[src/rtl/rcpwm_pkg.sv]
package rcpwm_pkg;

    localparam int NUM_CH = 4;
    localparam int CH_W   = 2;
    localparam int VAL_W  = 16;
    localparam int CNT_W  = 2;
    localparam int PER_W  = 17;
    localparam int CFG_W  = 17;
    localparam int QUOT_W = 10;

    localparam logic [CH_W-1:0]  THROTTLE_CH = 2'd3;
    localparam logic [CNT_W-1:0] LOST_LIMIT  = 2'd2;

    // floor(x / 100) for any 16-bit x: (x * 83887) >> 23
    localparam logic [16:0]      FS_RECIP = 17'd83887;
    localparam int               FS_SHIFT = 23;

    localparam logic [PER_W-1:0] PERIOD_RST  = 17'd20000;
    localparam logic [VAL_W-1:0] MIN_RST     = 16'd1000;
    localparam logic [VAL_W-1:0] MAX_RST     = 16'd2000;
    localparam logic [VAL_W-1:0] NEUTRAL_RST = 16'd1500;

    localparam logic FUNC_TICK = 1'b0;
    localparam logic FUNC_EDGE = 1'b1;

    typedef enum logic [1:0] {
        CFG_PERIOD    = 2'd0,
        CFG_PULSE_MIN = 2'd1,
        CFG_PULSE_MAX = 2'd2,
        CFG_NEUTRAL   = 2'd3
    } cfg_index_t;

    typedef struct packed {
        logic [PER_W-1:0] period_counts;
        logic [VAL_W-1:0] pulse_min;
        logic [VAL_W-1:0] pulse_max;
        logic [VAL_W-1:0] neutral_value;
    } cfg_t;

    typedef struct packed {
        logic [VAL_W-1:0]  pitch_value;
        logic [VAL_W-1:0]  roll_value;
        logic [VAL_W-1:0]  yaw_value;
        logic [VAL_W-1:0]  throttle_value;
        logic [NUM_CH-1:0] lost_mask;
    } out_item_t;

    typedef struct packed {
        logic      valid;
        out_item_t item;
    } push_t;

endpackage

[src/rtl/rcpwm_in_if.sv]
interface rcpwm_in_if import rcpwm_pkg::*; ();
    logic             valid;
    logic             ready;
    logic             func;
    logic [CH_W-1:0]  channel;
    logic             edge_rising;
    logic [VAL_W-1:0] capture_time;

    modport source (output valid, func, channel, edge_rising, capture_time, input ready);
    modport sink   (input valid, func, channel, edge_rising, capture_time, output ready);
    modport monitor (input valid, ready, func, channel, edge_rising, capture_time);
endinterface

[src/rtl/rcpwm_out_if.sv]
interface rcpwm_out_if import rcpwm_pkg::*; ();
    logic              valid;
    logic              ready;
    logic [VAL_W-1:0]  pitch_value;
    logic [VAL_W-1:0]  roll_value;
    logic [VAL_W-1:0]  yaw_value;
    logic [VAL_W-1:0]  throttle_value;
    logic [NUM_CH-1:0] lost_mask;

    modport source (output valid, pitch_value, roll_value, yaw_value, throttle_value,
                    lost_mask, input ready);
    modport sink   (input valid, pitch_value, roll_value, yaw_value, throttle_value,
                    lost_mask, output ready);
    modport monitor (input valid, ready, pitch_value, roll_value, yaw_value,
                     throttle_value, lost_mask);
endinterface

[src/rtl/rcpwm_core.sv]
module rcpwm_core import rcpwm_pkg::*; #(
    parameter int CAPTURE_BITS = 16
) (
    input  logic        clk,
    input  logic        rst_n,
    rcpwm_in_if.sink    events,
    input  cfg_t        cfg,
    input  logic        space,
    output push_t       push
);

    localparam logic [VAL_W-1:0] CAP_MASK = (CAPTURE_BITS >= VAL_W) ? {VAL_W{1'b1}} :
        VAL_W'((64'd1 << CAPTURE_BITS) - 64'd1);

    // input register
    logic             s1_valid_reg;
    logic             s1_func_reg;
    logic [CH_W-1:0]  s1_channel_reg;
    logic             s1_rising_reg;
    logic [VAL_W-1:0] s1_cap_reg;

    // channel state
    logic [VAL_W-1:0] rise_reg  [NUM_CH];
    logic [VAL_W-1:0] value_reg [NUM_CH];
    logic [CNT_W-1:0] miss_reg  [NUM_CH];
    logic [VAL_W-1:0] span_reg;

    logic [VAL_W-1:0] rise_next  [NUM_CH];
    logic [VAL_W-1:0] value_next [NUM_CH];
    logic [CNT_W-1:0] miss_next  [NUM_CH];
    logic [VAL_W-1:0] span_next;

    logic             advance;
    logic [VAL_W-1:0] cap;
    logic [VAL_W-1:0] rise;
    logic             wrap;
    logic signed [18:0] diff;
    logic signed [18:0] width;
    logic [VAL_W-1:0] clamped;

    logic [NUM_CH-1:0]   lost;
    logic [1:0]          n_lost;
    logic [32:0]         prod;
    logic [QUOT_W-1:0]   quot;
    logic [11:0]         amount_n;
    logic [VAL_W-1:0]    thr_mid;
    logic [VAL_W-1:0]    thr_fin;
    logic [VAL_W-1:0]    span_val;

    function automatic logic [VAL_W-1:0] floor_sub(input logic [VAL_W-1:0] value,
                                                   input logic [11:0] amount,
                                                   input logic [VAL_W-1:0] floor_v);
        logic signed [17:0] d;
        d = $signed({2'b00, value}) - $signed({6'b0, amount});
        return (d < $signed({2'b00, floor_v})) ? floor_v : d[VAL_W-1:0];
    endfunction

    assign advance      = s1_valid_reg && space;
    assign events.ready = !s1_valid_reg || space;

    // capture the transaction
    always_ff @(posedge clk or negedge rst_n)
    begin
        if (!rst_n)
        begin
            s1_valid_reg <= 1'b0;
        end
        else if (events.ready)
        begin
            s1_valid_reg <= events.valid;
        end
    end

    always_ff @(posedge clk)
    begin
        if (events.ready && events.valid)
        begin
            s1_func_reg    <= events.func;
            s1_channel_reg <= events.channel;
            s1_rising_reg  <= events.edge_rising;
            s1_cap_reg     <= events.capture_time;
        end
    end

    // pulse width from a falling edge, wrapped and clamped
    assign cap  = s1_cap_reg & CAP_MASK;
    assign rise = rise_reg[s1_channel_reg];
    assign wrap = (cap <= rise);
    assign diff = $signed({3'b000, cap}) - $signed({3'b000, rise});
    assign width = wrap ? diff + $signed({2'b00, cfg.period_counts}) : diff;

    always_comb
    begin
        priority if (width > $signed({3'b000, cfg.pulse_max}))
            clamped = cfg.pulse_max;
        else if (width < $signed({3'b000, cfg.pulse_min}))
            clamped = cfg.pulse_min;
        else
            clamped = width[VAL_W-1:0];
    end

    // failsafe ramp: every lost channel takes span/100 off throttle
    always_comb
    begin
        for (int i = 0; i < NUM_CH; i++)
        begin
            lost[i] = (miss_reg[i] == LOST_LIMIT);
        end
    end

    assign n_lost   = {1'b0, lost[0]} + {1'b0, lost[1]} + {1'b0, lost[2]};
    assign prod     = span_reg * FS_RECIP;
    assign quot     = prod[32:FS_SHIFT];
    assign amount_n = 12'(n_lost) * 12'(quot);
    assign thr_mid  = (n_lost != 2'd0) ?
                      floor_sub(value_reg[THROTTLE_CH], amount_n, cfg.pulse_min) :
                      value_reg[THROTTLE_CH];
    assign thr_fin  = lost[THROTTLE_CH] ?
                      floor_sub(thr_mid, 12'(quot), cfg.pulse_min) : thr_mid;
    assign span_val = (thr_mid > cfg.pulse_min) ? thr_mid - cfg.pulse_min : '0;

    // next channel state
    always_comb
    begin
        rise_next  = rise_reg;
        value_next = value_reg;
        miss_next  = miss_reg;
        span_next  = span_reg;
        if (s1_func_reg == FUNC_EDGE)
        begin
            if (s1_rising_reg)
            begin
                rise_next[s1_channel_reg] = cap;
            end
            else
            begin
                value_next[s1_channel_reg] = clamped;
                miss_next[s1_channel_reg]  = '0;
            end
        end
        else
        begin
            for (int i = 0; i < NUM_CH; i++)
            begin
                miss_next[i] = lost[i] ? LOST_LIMIT : miss_reg[i] + 2'd1;
            end
            if (lost != '0)
            begin
                for (int k = 0; k < NUM_CH - 1; k++)
                begin
                    value_next[k] = cfg.neutral_value;
                end
            end
            value_next[THROTTLE_CH] = thr_fin;
            if (!lost[THROTTLE_CH])
            begin
                span_next = span_val;
            end
        end
    end

    always_ff @(posedge clk or negedge rst_n)
    begin
        if (!rst_n)
        begin
            for (int i = 0; i < NUM_CH; i++)
            begin
                rise_reg[i]  <= '0;
                value_reg[i] <= (i == int'(THROTTLE_CH)) ? MIN_RST : NEUTRAL_RST;
                miss_reg[i]  <= '0;
            end
            span_reg <= '0;
        end
        else if (advance)
        begin
            rise_reg  <= rise_next;
            value_reg <= value_next;
            miss_reg  <= miss_next;
            span_reg  <= span_next;
        end
    end

    // result for the queue
    always_comb
    begin
        push.valid               = advance;
        push.item.pitch_value    = value_next[0];
        push.item.roll_value     = value_next[1];
        push.item.yaw_value      = value_next[2];
        push.item.throttle_value = value_next[THROTTLE_CH];
        for (int i = 0; i < NUM_CH; i++)
        begin
            push.item.lost_mask[i] = (miss_next[i] == LOST_LIMIT);
        end
    end

endmodule

[src/rtl/rcpwm_out_queue.sv]
module rcpwm_out_queue import rcpwm_pkg::*; (
    input  logic        clk,
    input  logic        rst_n,
    input  push_t       push,
    output logic        space,
    rcpwm_out_if.source results
);

    out_item_t  entry_reg [2];
    logic       head_reg;
    logic       tail_reg;
    logic [1:0] count_reg;
    logic [1:0] count_next;
    logic       pop;

    assign space = (count_reg != 2'd2);
    assign pop   = results.valid && results.ready;

    assign results.valid          = (count_reg != 2'd0);
    assign results.pitch_value    = entry_reg[head_reg].pitch_value;
    assign results.roll_value     = entry_reg[head_reg].roll_value;
    assign results.yaw_value      = entry_reg[head_reg].yaw_value;
    assign results.throttle_value = entry_reg[head_reg].throttle_value;
    assign results.lost_mask      = entry_reg[head_reg].lost_mask;

    always_comb
    begin
        count_next = count_reg;
        if (push.valid && !pop)
            count_next = count_reg + 2'd1;
        else if (pop && !push.valid)
            count_next = count_reg - 2'd1;
    end

    // advance pointers and count
    always_ff @(posedge clk or negedge rst_n)
    begin
        if (!rst_n)
        begin
            head_reg  <= 1'b0;
            tail_reg  <= 1'b0;
            count_reg <= 2'd0;
        end
        else
        begin
            count_reg <= count_next;
            if (push.valid)
                tail_reg <= !tail_reg;
            if (pop)
                head_reg <= !head_reg;
        end
    end

    // hold the result until the sink takes it
    always_ff @(posedge clk)
    begin
        if (push.valid)
        begin
            entry_reg[tail_reg] <= push.item;
        end
    end

endmodule

[src/rtl/rc_pwm_pulse_decoder_failsafe.sv]
// Four-channel RC pulse decoder (pitch, roll, yaw, throttle) with loss-of-signal
// failsafe. Each transaction on events is either a period tick (func 0) or a
// timestamped edge on one channel (func 1); every one yields exactly one result
// transaction with all four channel values and the lost mask after that event.
// The block takes one event per clock while the output queue has space: each
// event is registered on entry, then updates the channel state and pushes its
// result into the two-entry output queue once it has space. With the result
// sink stalled the block holds up to three events, two finished results in the
// queue and one in the input register, before events.ready drops. Throttle
// ramp-down per lost channel is floor(span/100), span being the throttle lead
// over pulse_min remembered at the last tick on which throttle was still alive.
// Configuration writes are taken at any time but should be made while idle.
module rc_pwm_pulse_decoder_failsafe import rcpwm_pkg::*; #(
    parameter int CAPTURE_BITS = 16
) (
    input  logic             clk,
    input  logic             rst_n,
    rcpwm_in_if.sink         events,
    rcpwm_out_if.source      results,
    input  logic             cfg_we,
    input  logic [1:0]       cfg_index,
    input  logic [CFG_W-1:0] cfg_data
);

    cfg_t  cfg_reg;
    push_t push;
    logic  space;

    // configuration registers
    always_ff @(posedge clk or negedge rst_n)
    begin
        if (!rst_n)
        begin
            cfg_reg.period_counts <= PERIOD_RST;
            cfg_reg.pulse_min     <= MIN_RST;
            cfg_reg.pulse_max     <= MAX_RST;
            cfg_reg.neutral_value <= NEUTRAL_RST;
        end
        else if (cfg_we)
        begin
            unique case (cfg_index_t'(cfg_index))
                CFG_PERIOD:    cfg_reg.period_counts <= cfg_data;
                CFG_PULSE_MIN: cfg_reg.pulse_min     <= cfg_data[VAL_W-1:0];
                CFG_PULSE_MAX: cfg_reg.pulse_max     <= cfg_data[VAL_W-1:0];
                CFG_NEUTRAL:   cfg_reg.neutral_value <= cfg_data[VAL_W-1:0];
                default:       cfg_reg <= cfg_reg;
            endcase
        end
    end

    rcpwm_core #(
        .CAPTURE_BITS (CAPTURE_BITS)
    ) u_core (
        .clk    (clk),
        .rst_n  (rst_n),
        .events (events),
        .cfg    (cfg_reg),
        .space  (space),
        .push   (push)
    );

    rcpwm_out_queue u_queue (
        .clk     (clk),
        .rst_n   (rst_n),
        .push    (push),
        .space   (space),
        .results (results)
    );

endmodule

[src/flat_wrapper.sv]
// flat-port wrapper written by rule: the top's interface ports become plain ports
module rc_pwm_pulse_decoder_failsafe_flat import rcpwm_pkg::*;
#(
    parameter int CAPTURE_BITS = 16
)
  (clk, rst_n, cfg_we, cfg_index, cfg_data, events_valid, events_func, events_channel, events_edge_rising, events_capture_time, events_ready, results_valid, results_pitch_value, results_roll_value, results_yaw_value, results_throttle_value, results_lost_mask, results_ready);
  rcpwm_in_if events_i ();
  rcpwm_out_if results_i ();
  input  logic clk;
  input  logic rst_n;
  input  logic cfg_we;
  input  logic [1:0] cfg_index;
  input  logic [CFG_W-1:0] cfg_data;
  input wire logic [$bits(events_i.valid)-1:0] events_valid;
  input wire logic [$bits(events_i.func)-1:0] events_func;
  input wire logic [$bits(events_i.channel)-1:0] events_channel;
  input wire logic [$bits(events_i.edge_rising)-1:0] events_edge_rising;
  input wire logic [$bits(events_i.capture_time)-1:0] events_capture_time;
  output wire logic [$bits(events_i.ready)-1:0] events_ready;
  output wire logic [$bits(results_i.valid)-1:0] results_valid;
  output wire logic [$bits(results_i.pitch_value)-1:0] results_pitch_value;
  output wire logic [$bits(results_i.roll_value)-1:0] results_roll_value;
  output wire logic [$bits(results_i.yaw_value)-1:0] results_yaw_value;
  output wire logic [$bits(results_i.throttle_value)-1:0] results_throttle_value;
  output wire logic [$bits(results_i.lost_mask)-1:0] results_lost_mask;
  input wire logic [$bits(results_i.ready)-1:0] results_ready;
  assign events_i.valid = events_valid;
  assign events_i.func = events_func;
  assign events_i.channel = events_channel;
  assign events_i.edge_rising = events_edge_rising;
  assign events_i.capture_time = events_capture_time;
  assign events_ready = events_i.ready;
  assign results_valid = results_i.valid;
  assign results_pitch_value = results_i.pitch_value;
  assign results_roll_value = results_i.roll_value;
  assign results_yaw_value = results_i.yaw_value;
  assign results_throttle_value = results_i.throttle_value;
  assign results_lost_mask = results_i.lost_mask;
  assign results_i.ready = results_ready;
  rc_pwm_pulse_decoder_failsafe #(.CAPTURE_BITS(CAPTURE_BITS)) u_core (.clk(clk), .rst_n(rst_n), .events(events_i), .results(results_i), .cfg_we(cfg_we), .cfg_index(cfg_index), .cfg_data(cfg_data));
endmodule
[config.mk]
export PLATFORM = sky130hd
export DESIGN_NAME = rc_pwm_pulse_decoder_failsafe_flat
export DESIGN_NICKNAME = d
export VERILOG_FILES = /design/src/rtl/rcpwm_pkg.sv /design/src/rtl/rcpwm_in_if.sv /design/src/rtl/rcpwm_out_if.sv /design/src/rtl/rcpwm_core.sv /design/src/rtl/rcpwm_out_queue.sv /design/src/rtl/rc_pwm_pulse_decoder_failsafe.sv /design/src/flat_wrapper.sv
export SDC_FILE = /design/constraint.sdc
export NUM_CORES = 1
export LEC_CHECK = 0
export BUFFER_PORTS_ARGS = -buffer_cell sky130_fd_sc_hd__buf_2
export CAP_MARGIN = 10
export CELL_PAD_IN_SITES_DETAIL_PLACEMENT = 0
export CELL_PAD_IN_SITES_GLOBAL_PLACEMENT = 1
export CORE_UTILIZATION = 45
export DETAILED_ROUTE_END_ITERATION = 6
export PLACE_DENSITY = 0.71
export SLEW_MARGIN = 20
export SYNTH_ARGS = -nofsm -noshare
export SYNTH_HDL_FRONTEND = slang
export SYNTH_SLANG_ARGS = --single-unit
[constraint.sdc]
create_clock -name clk -period 38.5 [get_ports clk]
set_clock_uncertainty 0.05 [all_clocks]
set_input_delay 1.925 -clock clk [delete_from_list [all_inputs] [get_ports clk]]
set_output_delay 1.925 -clock clk [all_outputs]
set_load 0.02 [all_outputs]
==> flow_summary.yaml <==
run_status:
  status: "complete, no violations"
synthesis:
  synthTopCellsByArea: "edfxtp_1, dfrtp_1, ha_1"
  syn_nets: 3193
  ys_seq_area_share_pct: 36.3
  synth_largest_area_cell: "edfxtp_1"
  synth_cell_types: 85
  synth_top_area_share_pct: 16.5
  syn_area_per_cell_um2: 10.3
  netlist_area_mm2: 0.0284
  synth_seq_cells: 378
  ys_async_sr_fraction_pct: 58.7
  synth_edf_count: 156
  synth_warnings: 0
  synthCells: 2758
  synth_flop_cell: "dfrtp_1"
die:
  die_w_um: 253
  initial_core_util_pct: 45.7
  die_h_um: 253
  ios: 114
  std_cell_rows: 91
  design.die.area_mm2: 0.0641
  coreArea_mm2: 0.0621
global_route:
  grt_overflow_total: 0
  grtUsageTotal_pct: 27.2
  grt_pass1_wl_mm: 133
  grt_antenna_before_repair: 9
  grt_max_degree: 169
  grt_pass1_vias: 22300
clocking:
  clkTransAtPathRegs_ns: 0.07
  cts_tree: "built"
  cts_hold_buf: 0
  clockRootBuffer: "clkbuf_16"
  h-tree-depth: 2
  cts_buffers: 43
  cts_buffer_depth: 3
  post_cts_buffers: 0
  clkLatencyLatePin_ns: 0.59
  cts_resized: 0
  clkSinkCount: 378
timing:
  setup_viol: 0
  hold_viol_final: 0
  slew_headroom_pct: 26.1
  slew_viol_final: 0
  rsz0062_at_grt: "false"
  fin_crit_sh_pct: 44.3
  layout_min_cycle_time_ns: 17.06
  fmax_mhz: 58.6
  fin_setup_tns_ns: 0
  tightest_slew_ns: 1.10
worst_setup_path:
  cp_max_fo: 16
  r2r_cells: 55
  cp.depth: 55
  startpoint: "u_core.u_core.span_reg[4]"
  r2r_slack_ns: 21.44
  worstSetupPathType: "register to register"
  timing.rr.end: "u_core.u_queue.entry_reg[0][5]"
  critPathCapture: "u_core.u_queue.entry_reg[0][5]"
  crit_slowest_cell: "o41ai_1"
  crit_path_end_kind: "register"
  arrival_ns: 17.38
  crit-reg2reg-launch: "u_core.u_core.span_reg[4]"
  crit_top_cell: "fa_1"
  path_buf_inv: 8
  critical_path.top_delay_family: "compound AO/OA/AOI/OAI gates"
  required_ns: 38.81
  cp-start-kind: "register"
  cpPeakStageDelay_ns: 0.82
placed_design:
  globalplace.congestion: 0.965
  post-place-cells: 3645
  hpwlAfterDp_mm: 65.0
  io_buffers: 113
hold_path:
  hp-class: "register to register"
drt:
  drc: 0
  wl_met2_mm: 40.5
  wl_met1_mm: 38.3
  vias: 22000
  wl_per_cell_um: 23.1
  ant_nets: 0
  top_layer_used: "met5"
  wl_met3_mm: 5.10
  wl_mm: 86.2
  dr.pass1.iters: 7
  routed_via_density: 5.89
  drt_iter0_markers: 1598
layout:
  synthToLayoutAreaGrowth_pct: 10.9
  mostFrequentLayoutCells: "inv_1, ha_1, nor2_1"
  largest_reg_flops: 136
  fin_cells: 3728
  drive_gt1_share_pct: 18.5
  final_common_cell: "inv_1"
  final_util_pct: 50.7
  nets: 3290
flow_run:
  drv_cap: 0
## cells in the mapped netlist, types with 20 or more instances
| library cell | count |
|---|---|
| dfstp_2 | 51 |
| clkbuf_1 | 84 |
| xor2_1 | 28 |
| a21o_1 | 44 |
| ha_1 | 279 |
| nor2_1 | 224 |
| a211oi_1 | 32 |
| o31ai_1 | 31 |
| inv_1 | 307 |
| dfrtp_1 | 171 |
| fa_1 | 112 |
| o32ai_1 | 20 |
| o22ai_1 | 54 |
| or3_1 | 34 |
| nand3_1 | 54 |
| edfxtp_1 | 156 |
| nor3_1 | 41 |
| a21oi_1 | 157 |
| o21ai_0 | 115 |
| mux2_2 | 209 |
| nand2_1 | 127 |
| xnor2_1 | 41 |
| o21a_1 | 24 |
| mux2i_1 | 29 |
## worst register-to-register path, delay by kind of cell (launching register included)
| family | cells | cell delay, ns |
|---|---|---|
| compound gates | 21 | 7.24 |
| fa+ha+maj | 13 | 5.65 |
| simple gates | 8 | 1.18 |
| mux | 2 | 0.85 |
| buf+inv | 8 | 0.76 |
| xor+xnor | 3 | 0.64 |
| flops | 1 | 0.49 |
## metal layers
layer  GRT usage [%]  vias to the layer above
met5               0                        -
met4            8.23                        6
met3            4.29                      141
met2            44.2                      677
met1            37.4                    11000
li1                -                    10200
## final cells by class
cell class | instances | area, um2
diodes | 1 | 2.50
repair buffers | 157 | 926
clock inverters | 21 | 325
clock buffers | 59 | 1180
inverters | 309 | 1160
flip-flops and latches | 378 | 10300
well taps | 837 | 1050
fillers | 5754 | 30600
multi-input cells | 1966 | 16500
## per-stage QoR
stage	hold WS, ns	instance area, um2	worst slack [ns]
3_5_place_dp	0.424	29900	21.78
4_1_cts	0.438	31400	21.66
2_1_floorplan	0.395	28400	24.27
3_3_place_gp	0.408	29900	21.91
6_report	0.433	31500	21.44
5_1_grt	0.457	31500	20.34
## logic make-up after synthesis
| family | Yosys count | synth area share, % |
|---|---|---|
| compound gates | 656 | 15.3 |
| mux | 255 | 10.6 |
| xor+xnor | 69 | 2.13 |
| buf+inv | 414 | 5.55 |
| fa+ha+maj | 391 | 20.2 |
| flops | 378 | 36.3 |
| simple gates | 595 | 9.87 |
## worst min path at each step
stage                               startpoint                         end  slack, ns  depth (start not counted)
floorplan           u_core.u_core.rise_reg[16]  u_core.u_core.rise_reg[16]       0.39                          2
global placement    u_core.u_core.rise_reg[32]  u_core.u_core.rise_reg[32]       0.41                          2
detailed placement  u_core.u_core.rise_reg[16]  u_core.u_core.rise_reg[16]       0.42                          2
CTS                 u_core.u_core.rise_reg[16]  u_core.u_core.rise_reg[16]       0.44                          2
global route        u_core.u_core.rise_reg[48]  u_core.u_core.rise_reg[48]       0.46                          2
finish              u_core.u_core.rise_reg[32]  u_core.u_core.rise_reg[32]       0.43                          2
Power is left out: the tool's default activity adds up to more than one toggle a clock period on the data nets, which glitch-free logic cannot reach.
